File: config.mk
export PLATFORM = sky130hd
export DESIGN_NAME = lru_block_buffer_cache_flat
export DESIGN_NICKNAME = d
export VERILOG_FILES = /design/src/hdl/lbc_pkg.sv /design/src/hdl/lbc_req_if.sv /design/src/hdl/lbc_rsp_if.sv /design/src/hdl/lbc_ram.sv /design/src/hdl/lbc_dpath.sv /design/src/hdl/lbc_ctrl.sv /design/src/hdl/lru_block_buffer_cache.sv /design/src/flat_wrapper.sv
export SDC_FILE = /design/constraint.sdc
export NUM_CORES = 2
export LEC_CHECK = 0
export ABC_AREA = 0
export BUFFER_PORTS_ARGS = -buffer_cell sky130_fd_sc_hd__buf_2
export CAP_MARGIN = 20
export CORE_AREA = 10 10 515 391
export CTS_BUF_LIST = sky130_fd_sc_hd__clkbuf_16
export DETAILED_ROUTE_END_ITERATION = 6
export DIE_AREA = 0 0 525 401
export PLACE_DENSITY = 0.77
export REMOVE_ABC_BUFFERS = 1
export SYNTH_ARGS = -nofsm -noshare
export SYNTH_HDL_FRONTEND = slang
export SYNTH_HIERARCHICAL = 1
export SYNTH_SLANG_ARGS = --single-unit
File: constraint.sdc
create_clock -name clk -period 14.7 [get_ports clk]
set_input_delay 2.205 -clock clk [delete_from_list [all_inputs] [get_ports clk]]
set_output_delay 2.205 -clock clk [all_outputs]
set_load 0.02 [all_outputs]
File: src/hdl/lbc_pkg.sv
package lbc_pkg;

	localparam int NumBuffersDefault = 32;

	localparam logic [1:0] OP_GET     = 2'd0;
	localparam logic [1:0] OP_RELEASE = 2'd1;
	localparam logic [1:0] OP_PIN     = 2'd2;
	localparam logic [1:0] OP_UNPIN   = 2'd3;

	localparam logic [1:0] ST_OK        = 2'd0;
	localparam logic [1:0] ST_NO_FREE   = 2'd1;
	localparam logic [1:0] ST_UNDERFLOW = 2'd2;

	typedef struct packed {
		logic [7:0]  dev;
		logic [31:0] blk;
		logic [7:0]  refs;
		logic [31:0] stamp;
	} lbc_entry_t;

	localparam int EntryWidth = $bits(lbc_entry_t);

	typedef struct packed {
		logic load;
		logic rd_scan;
		logic rd_idx;
		logic commit;
	} lbc_cmd_t;

	typedef struct packed {
		logic is_get;
		logic idx_ok;
		logic scan_last;
	} lbc_sts_t;

	function automatic logic [7:0] sat_inc(input logic [7:0] v);
		sat_inc = (v == 8'hFF) ? v : v + 8'd1;
	endfunction

endpackage

File: src/hdl/lbc_req_if.sv
interface lbc_req_if;
	logic        valid;
	logic        ready;
	logic [1:0]  operation;
	logic [7:0]  device_id;
	logic [31:0] block_number;
	logic [4:0]  entry_index;

	modport source (output valid, operation, device_id, block_number, entry_index,
		input ready);
	modport sink (input valid, operation, device_id, block_number, entry_index,
		output ready);
endinterface

File: src/hdl/lbc_rsp_if.sv
interface lbc_rsp_if;
	logic       valid;
	logic       ready;
	logic [4:0] buffer_index;
	logic       was_hit;
	logic       needs_read;
	logic [1:0] status;

	modport source (output valid, buffer_index, was_hit, needs_read, status,
		input ready);
	modport sink (input valid, buffer_index, was_hit, needs_read, status,
		output ready);
endinterface

File: src/hdl/lbc_ram.sv
module lbc_ram #(
	parameter int WIDTH = 8,
	parameter int DEPTH = 32
) (
	input  logic                     clk,
	input  logic                     we,
	input  logic [$clog2(DEPTH)-1:0] waddr,
	input  logic [WIDTH-1:0]         wdata,
	input  logic                     re,
	input  logic [$clog2(DEPTH)-1:0] raddr,
	output logic [WIDTH-1:0]         rdata
);
	logic [WIDTH-1:0] mem [DEPTH];

	always_ff @(posedge clk) begin
		if (we) begin
			mem[waddr] <= wdata;
		end
		if (re) begin
			rdata <= mem[raddr];
		end
	end
endmodule

File: src/hdl/lbc_dpath.sv
module lbc_dpath import lbc_pkg::*; #(
	parameter int NUM_BUFFERS = NumBuffersDefault
) (
	input  logic        clk,
	input  logic        arst_n,
	input  lbc_cmd_t    cmd,
	output lbc_sts_t    sts,
	input  logic [1:0]  operation,
	input  logic [7:0]  device_id,
	input  logic [31:0] block_number,
	input  logic [4:0]  entry_index,
	output logic [4:0]  buffer_index,
	output logic        was_hit,
	output logic        needs_read,
	output logic [1:0]  status
);
	localparam int IW = $clog2(NUM_BUFFERS);

	logic [1:0]  op_q;
	logic [7:0]  dev_q;
	logic [31:0] blk_q;
	logic [4:0]  idx_q;

	logic [IW-1:0]          cnt_q;
	logic                   rd_v_s1;
	logic [IW-1:0]          addr_s1;
	logic [NUM_BUFFERS-1:0] valid_q;
	logic [NUM_BUFFERS-1:0] written_q;
	logic [31:0]            tick_q;

	logic          hit_q;
	logic [IW-1:0] hit_idx_q;
	logic          found_q;
	logic [IW-1:0] victim_q;
	logic [31:0]   best_stamp_q;
	lbc_entry_t    sel_ent_q;

	logic [IW-1:0]         ram_raddr;
	logic [EntryWidth-1:0] ram_rdata;
	logic                  ram_we;
	logic [IW-1:0]         ram_waddr;
	lbc_entry_t            ram_wdata;

	lbc_entry_t eff;
	logic       is_get;
	logic       idx_ok;
	logic       tag_match;
	logic       free_better;

	logic       tick_adv;
	logic       mark_valid;
	logic [4:0] res_idx;
	logic       res_hit;
	logic       res_rd;
	logic [1:0] res_st;

	assign is_get = (op_q == OP_GET);
	assign idx_ok = ({27'd0, idx_q} < NUM_BUFFERS);

	assign sts.is_get    = is_get;
	assign sts.idx_ok    = idx_ok;
	assign sts.scan_last = (cnt_q == IW'(NUM_BUFFERS - 1));

	assign ram_raddr = cmd.rd_scan ? cnt_q : IW'(idx_q);

	// write the entry only in the update cycle
	lbc_ram #(
		.WIDTH(EntryWidth),
		.DEPTH(NUM_BUFFERS)
	) u_ram (
		.clk   (clk),
		.we    (ram_we & cmd.commit),
		.waddr (ram_waddr),
		.wdata (ram_wdata),
		.re    (cmd.rd_scan | cmd.rd_idx),
		.raddr (ram_raddr),
		.rdata (ram_rdata)
	);

	// never-written entries read as the cleared reset value
	assign eff = written_q[addr_s1] ? lbc_entry_t'(ram_rdata) : '0;
	assign tag_match = (eff.dev == dev_q) && (eff.blk == blk_q);
	assign free_better = (eff.refs == 8'd0) && (!found_q || eff.stamp < best_stamp_q);

	always_comb begin
		ram_we     = 1'b0;
		ram_waddr  = IW'(idx_q);
		ram_wdata  = sel_ent_q;
		tick_adv   = 1'b0;
		mark_valid = 1'b0;
		res_idx    = idx_q;
		res_hit    = 1'b0;
		res_rd     = 1'b0;
		res_st     = ST_OK;
		if (is_get) begin
			if (hit_q) begin
				ram_we          = 1'b1;
				ram_waddr       = hit_idx_q;
				ram_wdata.refs  = sat_inc(sel_ent_q.refs);
				ram_wdata.stamp = tick_q;
				tick_adv        = 1'b1;
				mark_valid      = 1'b1;
				res_idx         = 5'(hit_idx_q);
				res_hit         = 1'b1;
				res_rd          = !valid_q[hit_idx_q];
			end else if (found_q) begin
				ram_we          = 1'b1;
				ram_waddr       = victim_q;
				ram_wdata.dev   = dev_q;
				ram_wdata.blk   = blk_q;
				ram_wdata.refs  = 8'd1;
				ram_wdata.stamp = tick_q;
				tick_adv        = 1'b1;
				mark_valid      = 1'b1;
				res_idx         = 5'(victim_q);
				res_rd          = 1'b1;
			end else begin
				res_idx = 5'd0;
				res_st  = ST_NO_FREE;
			end
		end else if (idx_ok) begin
			ram_we = 1'b1;
			if (op_q == OP_PIN) begin
				ram_wdata.refs = sat_inc(sel_ent_q.refs);
			end else begin
				if (sel_ent_q.refs == 8'd0) begin
					res_st = ST_UNDERFLOW;
				end else begin
					ram_wdata.refs = sel_ent_q.refs - 8'd1;
				end
				if (op_q == OP_RELEASE) begin
					ram_wdata.stamp = tick_q;
					tick_adv        = 1'b1;
				end
			end
		end
	end

	always_ff @(posedge clk or negedge arst_n) begin
		if (!arst_n) begin
			cnt_q     <= '0;
			rd_v_s1   <= 1'b0;
			valid_q   <= '0;
			written_q <= '0;
			tick_q    <= '0;
			hit_q     <= 1'b0;
			found_q   <= 1'b0;
		end else begin
			rd_v_s1 <= cmd.rd_scan | cmd.rd_idx;
			if (cmd.load) begin
				cnt_q   <= '0;
				hit_q   <= 1'b0;
				found_q <= 1'b0;
			end else if (cmd.rd_scan) begin
				cnt_q <= cnt_q + IW'(1);
			end
			if (rd_v_s1 && is_get) begin
				if (tag_match && !hit_q) begin
					hit_q <= 1'b1;
				end
				if (free_better) begin
					found_q <= 1'b1;
				end
			end
			if (cmd.commit) begin
				if (ram_we) begin
					written_q[ram_waddr] <= 1'b1;
				end
				if (mark_valid) begin
					valid_q[ram_waddr] <= 1'b1;
				end
				if (tick_adv) begin
					tick_q <= tick_q + 32'd1;
				end
			end
		end
	end

	always_ff @(posedge clk) begin
		if (cmd.load) begin
			op_q  <= operation;
			dev_q <= device_id;
			blk_q <= block_number;
			idx_q <= entry_index;
		end
		if (cmd.rd_scan | cmd.rd_idx) begin
			addr_s1 <= ram_raddr;
		end
		if (rd_v_s1) begin
			if (!is_get) begin
				sel_ent_q <= eff;
			end else begin
				if (tag_match && !hit_q) begin
					hit_idx_q <= addr_s1;
					sel_ent_q <= eff;
				end
				if (free_better) begin
					victim_q     <= addr_s1;
					best_stamp_q <= eff.stamp;
				end
			end
		end
		if (cmd.commit) begin
			buffer_index <= res_idx;
			was_hit      <= res_hit;
			needs_read   <= res_rd;
			status       <= res_st;
		end
	end

	// the last fetched entry must be compared before the update commits
	a_commit_after_cmp: assert property (@(posedge clk) disable iff (!arst_n)
		cmd.commit |-> !rd_v_s1)
		else $error("commit while a fetched entry is still pending");

	a_tick_step: assert property (@(posedge clk) disable iff (!arst_n)
		!cmd.commit |=> tick_q == $past(tick_q))
		else $error("tick advanced outside commit");

	a_valid_written: assert property (@(posedge clk) disable iff (!arst_n)
		cmd.commit && mark_valid |=> written_q[$past(ram_waddr)])
		else $error("entry marked valid without being written");

	a_no_scan_write: assert property (@(posedge clk) disable iff (!arst_n)
		cmd.rd_scan |-> !cmd.commit)
		else $error("write during tag scan");
endmodule

File: src/hdl/lbc_ctrl.sv
module lbc_ctrl import lbc_pkg::*; (
	input  logic     clk,
	input  logic     arst_n,
	input  logic     req_valid,
	output logic     req_ready,
	output logic     rsp_valid,
	input  logic     rsp_ready,
	input  lbc_sts_t sts,
	output lbc_cmd_t cmd
);
	typedef enum logic [2:0] {
		S_IDLE,
		S_ISSUE,
		S_WAIT,
		S_COMMIT,
		S_OUT
	} state_t;

	state_t state_q;
	logic   ready_q;
	logic   valid_q;

	assign req_ready = ready_q;
	assign rsp_valid = valid_q;

	always_comb begin
		cmd         = '0;
		cmd.load    = (state_q == S_IDLE) && req_valid && ready_q;
		cmd.rd_scan = (state_q == S_ISSUE) && sts.is_get;
		cmd.rd_idx  = (state_q == S_ISSUE) && !sts.is_get && sts.idx_ok;
		cmd.commit  = (state_q == S_COMMIT);
	end

	always_ff @(posedge clk or negedge arst_n) begin
		if (!arst_n) begin
			state_q <= S_IDLE;
			ready_q <= 1'b1;
			valid_q <= 1'b0;
		end else begin
			case (state_q)
				S_IDLE: begin
					if (req_valid && ready_q) begin
						ready_q <= 1'b0;
						state_q <= S_ISSUE;
					end
				end
				S_ISSUE: begin
					if (sts.is_get) begin
						if (sts.scan_last) begin
							state_q <= S_WAIT;
						end
					end else if (sts.idx_ok) begin
						state_q <= S_WAIT;
					end else begin
						state_q <= S_COMMIT;
					end
				end
				S_WAIT: begin
					state_q <= S_COMMIT;
				end
				S_COMMIT: begin
					valid_q <= 1'b1;
					state_q <= S_OUT;
				end
				S_OUT: begin
					// hold the result until the transfer completes
					if (rsp_ready) begin
						valid_q <= 1'b0;
						ready_q <= 1'b1;
						state_q <= S_IDLE;
					end
				end
				default: begin
					state_q <= S_IDLE;
					ready_q <= 1'b1;
					valid_q <= 1'b0;
				end
			endcase
		end
	end
endmodule

File: src/hdl/lru_block_buffer_cache.sv
// Get: one tag RAM read per entry in S_ISSUE, the compare of the last entry in
// S_WAIT, then the update in S_COMMIT, before the result is valid. Release, pin,
// unpin: one indexed read, S_WAIT and S_COMMIT; an index beyond the store skips the
// read and S_WAIT. A new request is taken only after the result transfer, in the
// cycle after it. Reset: per-entry written and valid flags and the tick clear at once;
// no clearing pass, the block takes a request in the first cycle after reset.
module lru_block_buffer_cache import lbc_pkg::*; #(
	parameter int NUM_BUFFERS = NumBuffersDefault
) (
	input logic       clk,
	input logic       arst_n,
	lbc_req_if.sink   req,
	lbc_rsp_if.source rsp
);
	lbc_cmd_t cmd;
	lbc_sts_t sts;

	lbc_ctrl u_ctrl (
		.clk       (clk),
		.arst_n    (arst_n),
		.req_valid (req.valid),
		.req_ready (req.ready),
		.rsp_valid (rsp.valid),
		.rsp_ready (rsp.ready),
		.sts       (sts),
		.cmd       (cmd)
	);

	lbc_dpath #(
		.NUM_BUFFERS(NUM_BUFFERS)
	) u_dpath (
		.clk          (clk),
		.arst_n       (arst_n),
		.cmd          (cmd),
		.sts          (sts),
		.operation    (req.operation),
		.device_id    (req.device_id),
		.block_number (req.block_number),
		.entry_index  (req.entry_index),
		.buffer_index (rsp.buffer_index),
		.was_hit      (rsp.was_hit),
		.needs_read   (rsp.needs_read),
		.status       (rsp.status)
	);
endmodule
File: src/flat_wrapper.sv
// flat-port wrapper written by rule: the top's interface ports become plain ports
module lru_block_buffer_cache_flat import lbc_pkg::*;
#(
	parameter int NUM_BUFFERS = NumBuffersDefault
)
  (clk, arst_n, req_valid, req_operation, req_device_id, req_block_number, req_entry_index, req_ready, rsp_valid, rsp_buffer_index, rsp_was_hit, rsp_needs_read, rsp_status, rsp_ready);
  lbc_req_if req_i ();
  lbc_rsp_if rsp_i ();
  input logic clk;
  input logic arst_n;
  input wire logic [$bits(req_i.valid)-1:0] req_valid;
  input wire logic [$bits(req_i.operation)-1:0] req_operation;
  input wire logic [$bits(req_i.device_id)-1:0] req_device_id;
  input wire logic [$bits(req_i.block_number)-1:0] req_block_number;
  input wire logic [$bits(req_i.entry_index)-1:0] req_entry_index;
  output wire logic [$bits(req_i.ready)-1:0] req_ready;
  output wire logic [$bits(rsp_i.valid)-1:0] rsp_valid;
  output wire logic [$bits(rsp_i.buffer_index)-1:0] rsp_buffer_index;
  output wire logic [$bits(rsp_i.was_hit)-1:0] rsp_was_hit;
  output wire logic [$bits(rsp_i.needs_read)-1:0] rsp_needs_read;
  output wire logic [$bits(rsp_i.status)-1:0] rsp_status;
  input wire logic [$bits(rsp_i.ready)-1:0] rsp_ready;
  assign req_i.valid = req_valid;
  assign req_i.operation = req_operation;
  assign req_i.device_id = req_device_id;
  assign req_i.block_number = req_block_number;
  assign req_i.entry_index = req_entry_index;
  assign req_ready = req_i.ready;
  assign rsp_valid = rsp_i.valid;
  assign rsp_buffer_index = rsp_i.buffer_index;
  assign rsp_was_hit = rsp_i.was_hit;
  assign rsp_needs_read = rsp_i.needs_read;
  assign rsp_status = rsp_i.status;
  assign rsp_i.ready = rsp_ready;
  lru_block_buffer_cache #(.NUM_BUFFERS(NUM_BUFFERS)) u_core (.clk(clk), .arst_n(arst_n), .req(req_i), .rsp(rsp_i));
endmodule
## Word-level counts from Yosys, hierarchy flattened

Memory sizes are Yosys's and may differ from the RTL's. A register that Yosys moved wholly into a read port is not among the register bits.
Cells that the tools add are included.

- Add/subtract/negate cells: 4
- $mul: 0
- Div/mod/pow operators: 0
- $lt $le $gt $ge: 5
- Eq/ne operators: 14
- Shifts and indexed selects: 0
- Mux-type cells: 60
- Bitwise logic cells: 6
- Reduce and logical (&&, ||, !) cells: 31

Operators with widths:

| operator | number |
|---|---|
| $mux W80 | 4 |
| $mux W40 | 4 |
| $mux W32 | 2 |
| $or A32 B32 Y32 | 2 |
| $mux W5 | 9 |
| $add A32 B1 Y32 const B | 1 |
| $eq A32 B32 Y1 | 1 |
| $lt A32 B32 Y1 | 1 |
| $mux W1 | 24 |
| $mux W8 | 3 |
| $lt A5 B6 Y1 const B | 3 |
| $logic_not A8 Y1 | 2 |
| $pmux W3 S5 | 1 |
| $mux W3 | 4 |
| $reduce_and A3 Y1 | 4 |
| $bmux W1 S5 | 2 |
| $logic_and A1 B1 Y1 | 10 |
| $reduce_and A2 Y1 | 5 |
| $add A8 B1 Y8 const B | 1 |
| $eq A8 B8 Y1 | 1 |
| $eq A8 B8 Y1 const B | 1 |
| $mux W2 | 4 |
| $sub A8 B1 Y8 const B | 1 |
| $eq A3 B2 Y1 const B | 2 |
| other kinds (21) | 28 |

- Register bits: 292
- Latch bits: 0
- RAM bits: 2560
- ROM bits: 0
- Input port bits: 51
- Output and inout bits: 11
- Logic and storage cells: 147
- Memories kept: 1

Memory list:

| name | words | bits a word | read ports | clocked after Yosys merged registers in | wr ports | RTL line | text |
|---|---|---|---|---|---|---|---|
| u_core.u_dpath.u_ram.mem | 32 | 80 | 1 | 1 | 1 | lbc_ram.sv:13 | `logic [WIDTH-1:0] mem [DEPTH];` |

## Logic depth before layout (Yosys ltp)

- Depth after elaboration: 8
- Depth in mapped cells: 20
- Depth with buffers taken out: 15

## Hierarchy

The synthesis kept the hierarchy.

Modules (own cells, without submodules):

| module | instances | cells an instance | area an instance (um^2) | seq. area each (um^2) |
|---|---|---|---|---|
| lbc_ram | 1 | 4683 | 99704.4 | 79276.0 |
| lbc_dpath | 1 | 1103 | 13950.9 | 8097.8 |
| lbc_ctrl | 1 | 31 | 284.0 | 126.4 |

## Worst setup path before layout

OpenSTA, ideal clock, no wires.

- Path kind: register to register
- Start point: register u_core.u_dpath.addr_s1[1]
- End point: register u_core/u_dpath/sel_ent_q[0] (netlist bit) (enable)
- Arrival time: 5.839 ns
- Required time: 14.160 ns
- Path slack: 8.321 ns
- Cell stages (with the launch flop): 13
- Path through: edfxtp_1 -> buf_6 -> buf_12 -> mux2i_1 -> a22oi_1 -> nand3_1 -> nand4_2 -> buf_6 -> nand2_4 -> a2111oi_4 -> o2111a_1 -> nand4_2 -> a21boi_1

- Cells in the longest elaborated chain, start to end: 8

Ends and longest elaborated chain:

| element | RTL line | text |
|---|---|---|
| start: declaration | lbc_dpath.sv:26 | `logic [IW-1:0] addr_s1;` |
| start signal: assignment | lbc_dpath.sv:187 | `addr_s1 <= ram_raddr;` |
| $bmux W1 S5 (*) | lbc_dpath.sv:81 | `assign eff = written_q[addr_s1] ? lbc_entry_t'(ram_rdata) : '0;` |
| $mux W1 (not written as such) (*) | lbc_dpath.sv:81 |  |
| $mux W80 (*) | lbc_dpath.sv:81 |  |
| $eq A32 B32 Y1 / $eq A8 B8 Y1 (equally long branches) | lbc_dpath.sv:82 | `assign tag_match = (eff.dev == dev_q) && (eff.blk == blk_q);` |
| $logic_and A1 B1 Y1 (*) | lbc_dpath.sv:82 |  |
| $logic_and A1 B1 Y1 (*) | lbc_dpath.sv:193 | `if (tag_match && !hit_q) begin` |
| $ne A2 B1 Y1 (no line) (*) | -- |  |
| $reduce_and A2 Y1 (no line) (*) | -- |  |
| end signal: assignment | lbc_dpath.sv:191 | `sel_ent_q <= eff;` |
| end signal: assignment | lbc_dpath.sv:195 | `sel_ent_q <= eff;` |
| end: declaration | lbc_dpath.sv:36 | `lbc_entry_t sel_ent_q;` |

Every way passes the cells marked *; elsewhere a longest branch is shown, timed or not. The select of a mux whose other input is x is not followed.
A chain may end at the register's enable or synchronous reset.

==> run summary <==
Peak VDD IR: 0.140 mV
Sequential Power Share: 0.503
# clock sinks: 2,932
Drt drc: 0
Pre-Repair DR Iteration Count: 5
H-tree depth: 5
Post-synthesis sequential area ratio: 0.768
Mean Syn Cell Area: 19.6 um2
Synth Cell Area: 0.114 mm2
Num CTS Buffers: 283
Crit end category: flop
Status: finished, final reports clean
P_sw: 0.00564 W
Root buf cell: clkbuf_16
CTS tree: yes
Initial antenna violation count: 10
Vias/cell: 7.00
Post-detail-place hpwl: 155,000 um
Int Pwr: 0.0151 W
Crit path max fanout: 119
Placer congestion estimate: 0.860
Critical path data required time: 15.37 ns
First-pass GRT wire length: 433,000 um
Die Area: 0.211 mm2
Die span in x: 525 um
Final nets: 6,087
Final WL: 305,000 um
Layout cells sized above 1: 0.172
Post-synth EDFFs: 2,823
Largest net degree at the start of global routing: 131
Fill cells: 12,000
I/O pin count: 62
Synth Area in Adders: 0.00406
Xor and xnor area share after synthesis: 0.00430
Normalized max-slew margin: 0.172
Final Critical Period: 6.50 ns
Setup crit start kind: flop
# port buffers: 61
Worst slew pin tran: 1.24 ns
Via count: 61,100
Clock group share of total power: 0.325
PwrDens: 164 mW/mm2
Setup_tns: 0 ns
Final setup viols: 0
Area Growth Syn to Fin: 10.6%
Worst Path Arrival: 7.17 ns
Combinational power share: 0.172
GRT Util Overall: 0.284
Worst-path cell chain: or2_1, inv_2, and3b_4, mux2_8, buf_4, buf_4, buf_12, mux4_2, a22o_1, a31oi_1, nand3_1
Skew-Pair Late Insertion Delay: 0.94 ns
LEAKAGE: 42.8 nW
Sw Ratio: 0.272
Ys async rst share: 0.0372
Multiplexer share of the synthesized area: 0.131
Final Util: 0.661
Post-route ant nets: 0
Maximum root-to-sink buffer count: 4
Netlist cell types: 86
Final hold vios: 0
Row count: 139
Register Area: 0.0875 mm2
Main synth FF type: edfxtp_1
Final worst path period share: 0.442
WL/cell: 34.9 um
Multi-input logic area: 0.0251 mm2
Synth Area in Compound Gates: 0.0479
CORE AREA: 0.191 mm2
Syn Inst Count: 5,817
Die height: 401 um
Hold Path Class: reg -> reg
Largest family of logic cells by synthesized area: multiplexers
Max incr delay on CP: 0.79 ns
Setup bufs post-CTS: 0
Final Max Tran Viols: 0
Clock slew at reported path FFs: 0.06 ns
Max Clock Freq: 154 MHz
PostCTS Resize Cnt: 0
Grt total ovfl: 0
Total number of yosys warnings: 6
Clock skew: 0.0683 ns
Crit Path Class: reg -> reg
DRT iter0 DRCs: 10,100
Slowest CP cell: buf_4
RSZ-0062 raised after global routing: no
Post-Synth Simple-Gate Area: 0.0287
CP most frequent cell: buf_4
Maxcap violations: 0
Cts hold-fix bufs: 0
Initial core utilization: 0.597
Seq cells post-synth: 2,932
Vias in the first global route: 59,100
-- stage by stage --
step,power [W],hold WS [ns],area (um2),worst slack [ns],instances
6_report,0.0207,0.452,126000,8.20,8736
5_1_grt,0.0213,0.468,126000,7.79,8727
4_1_cts,0.0207,0.452,126000,8.23,8722
3_5_place_dp,0.0141,0.439,118000,8.25,8248
3_3_place_gp,0.0140,0.433,117000,8.39,8246
2_1_floorplan,0.0134,0.423,112000,-7.65,5515
-- critical path: cells and delay by family (launching register included) --
kind / cells / cell delay [ns]
buffers and inverters: 4 / 2.62
multiplexers: 2 / 1.28
AND/OR/NAND/NOR: 3 / 1.01
flip-flops: 1 / 0.53
AO/OA/AOI/OAI: 2 / 0.50
-- layout make-up --
type                    count  area share
diodes                     10    0.000199
clock buffers             291      0.0578
clock inverters           183     0.00872
inverters                  68     0.00203
multi-input cells        2515       0.199
flip-flops and latches   2932       0.694
well taps                2538      0.0252
repair buffers            199      0.0125
-- final timing paths --
| kind | to | depth (start not counted) | slack, ns | from |
|---|---|---|---|---|
| worst max-delay path | u_core/u_dpath/u_ram/rdata[78]$_DFFE_PP_ | 11 | 8.20 | u_core/u_dpath/op_q[0]$_DFFE_PP_ |
| worst min-delay path | u_core/u_dpath/valid_q[31]$_DFFE_PN0P_ | 1 | 0.45 | u_core/u_dpath/valid_q[31]$_DFFE_PN0P_ |
| worst max register to register | u_core/u_dpath/u_ram/rdata[78]$_DFFE_PP_ | 11 | 8.20 | u_core/u_dpath/op_q[0]$_DFFE_PP_ |
| worst min register to register | u_core/u_dpath/valid_q[31]$_DFFE_PN0P_ | 1 | 0.45 | u_core/u_dpath/valid_q[31]$_DFFE_PN0P_ |
| max in group asynchronous | u_core/u_dpath/written_q[6]$_DFFE_PN0P_ | 2 | 12.03 | arst_n |
| min in group asynchronous | u_core/u_dpath/tick_q[0]$_DFFE_PN0P_ | 1 | 1.28 | arst_n |
-- layer usage --
| layer | up-vias | part of all wire | global-route usage | wire (um) |
|---|---|---|---|---|
| met5 | - | 0.000088 | 0 | 27 |
| met3 | 743 | 0.14 | 0.0717 | 41900 |
| met4 | 4 | 0.041 | 0.106 | 12500 |
| met2 | 4719 | 0.45 | 0.423 | 138000 |
| met1 | 31500 | 0.37 | 0.409 | 112000 |
| li1 | 24200 | - | - | - |
-- power groups by stage --
stage	sequential, W	combinational, W	clock, W
2_1_floorplan	0.0105	0.00288	0
3_3_place_gp	0.0106	0.00338	0
3_5_place_dp	0.0106	0.00347	0
4_1_cts	0.0104	0.00349	0.00678
5_1_grt	0.0105	0.00376	0.00711
6_report	0.0104	0.00356	0.00673
-- cell usage after synthesis (41+ instances only) --
| cell type | n | share of area |
|---|---|---|
| a22oi_1 | 432 | 0.028 |
| a31oi_1 | 48 | 0.0026 |
| nor2_1 | 102 | 0.0034 |
| edfxtp_1 | 2823 | 0.74 |
| a22o_1 | 45 | 0.0035 |
| inv_1 | 63 | 0.0021 |
| a21o_1 | 79 | 0.0052 |
| clkbuf_1 | 117 | 0.0039 |
| nand4_1 | 56 | 0.0031 |
| nand2_1 | 65 | 0.0021 |
| and2_1 | 89 | 0.0049 |
| nand3_1 | 195 | 0.0086 |
| a21oi_1 | 41 | 0.0018 |
| mux4_2 | 330 | 0.065 |
| dfrtp_1 | 108 | 0.024 |
| buf_2 | 123 | 0.0054 |
| mux2_2 | 78 | 0.0077 |
| mux2i_1 | 660 | 0.058 |
-- cells in the final DEF, fill, tap and decap left out, types with 41 or more instances in the layout --
cell type,instances
a22o_1,45
and2_1,86
mux2i_1,660
nand2_1,65
nor2_1,62
a21o_1,79
dfrtp_1,108
a31oi_1,47
edfxtp_1,2823
a21oi_1,41
inv_1,136
a22oi_1,432
nand3_1,195
nand4_1,56
nor2_4,41
mux2_2,74
buf_4,122
mux4_2,330
clkinv_2,44
buf_2,60
clkbuf_16,291
-- sequential cells by signal, summed over array words and instances, names as in the netlist, 3 cells and up --
name and cells:
u_core/u_dpath/buffer_index 5, u_core/u_dpath/cnt_q 5, u_core/u_dpath/u_ram/mem 2560, u_core/u_ctrl/state_q 3, u_core/u_dpath/blk_q 32, u_core/u_dpath/sel_ent_q 80, u_core/u_dpath/victim_q 5, u_core/u_dpath/idx_q 5
u_core/u_dpath/written_q 32, u_core/u_dpath/valid_q 32, u_core/u_dpath/hit_idx_q 5, u_core/u_dpath/tick_q 32, u_core/u_dpath/addr_s1 5, u_core/u_dpath/dev_q 8, u_core/u_dpath/best_stamp_q 32, u_core/u_dpath/u_ram/rdata 80
-- cells by family (layout without fill, tap and decap cells) --
group / Yosys count / in the layout
AO/OA/AOI/OAI: 734 / 734
XOR/XNOR: 56 / 56
adder cells (fa/ha/maj): 37 / 37
buffers and inverters: 370 / 741
flip-flops: 2932 / 2932
multiplexers: 1068 / 1068
other: 1 / 11
AND/OR/NAND/NOR: 619 / 619
No activity file was read; power rests on OpenSTA's default activity.
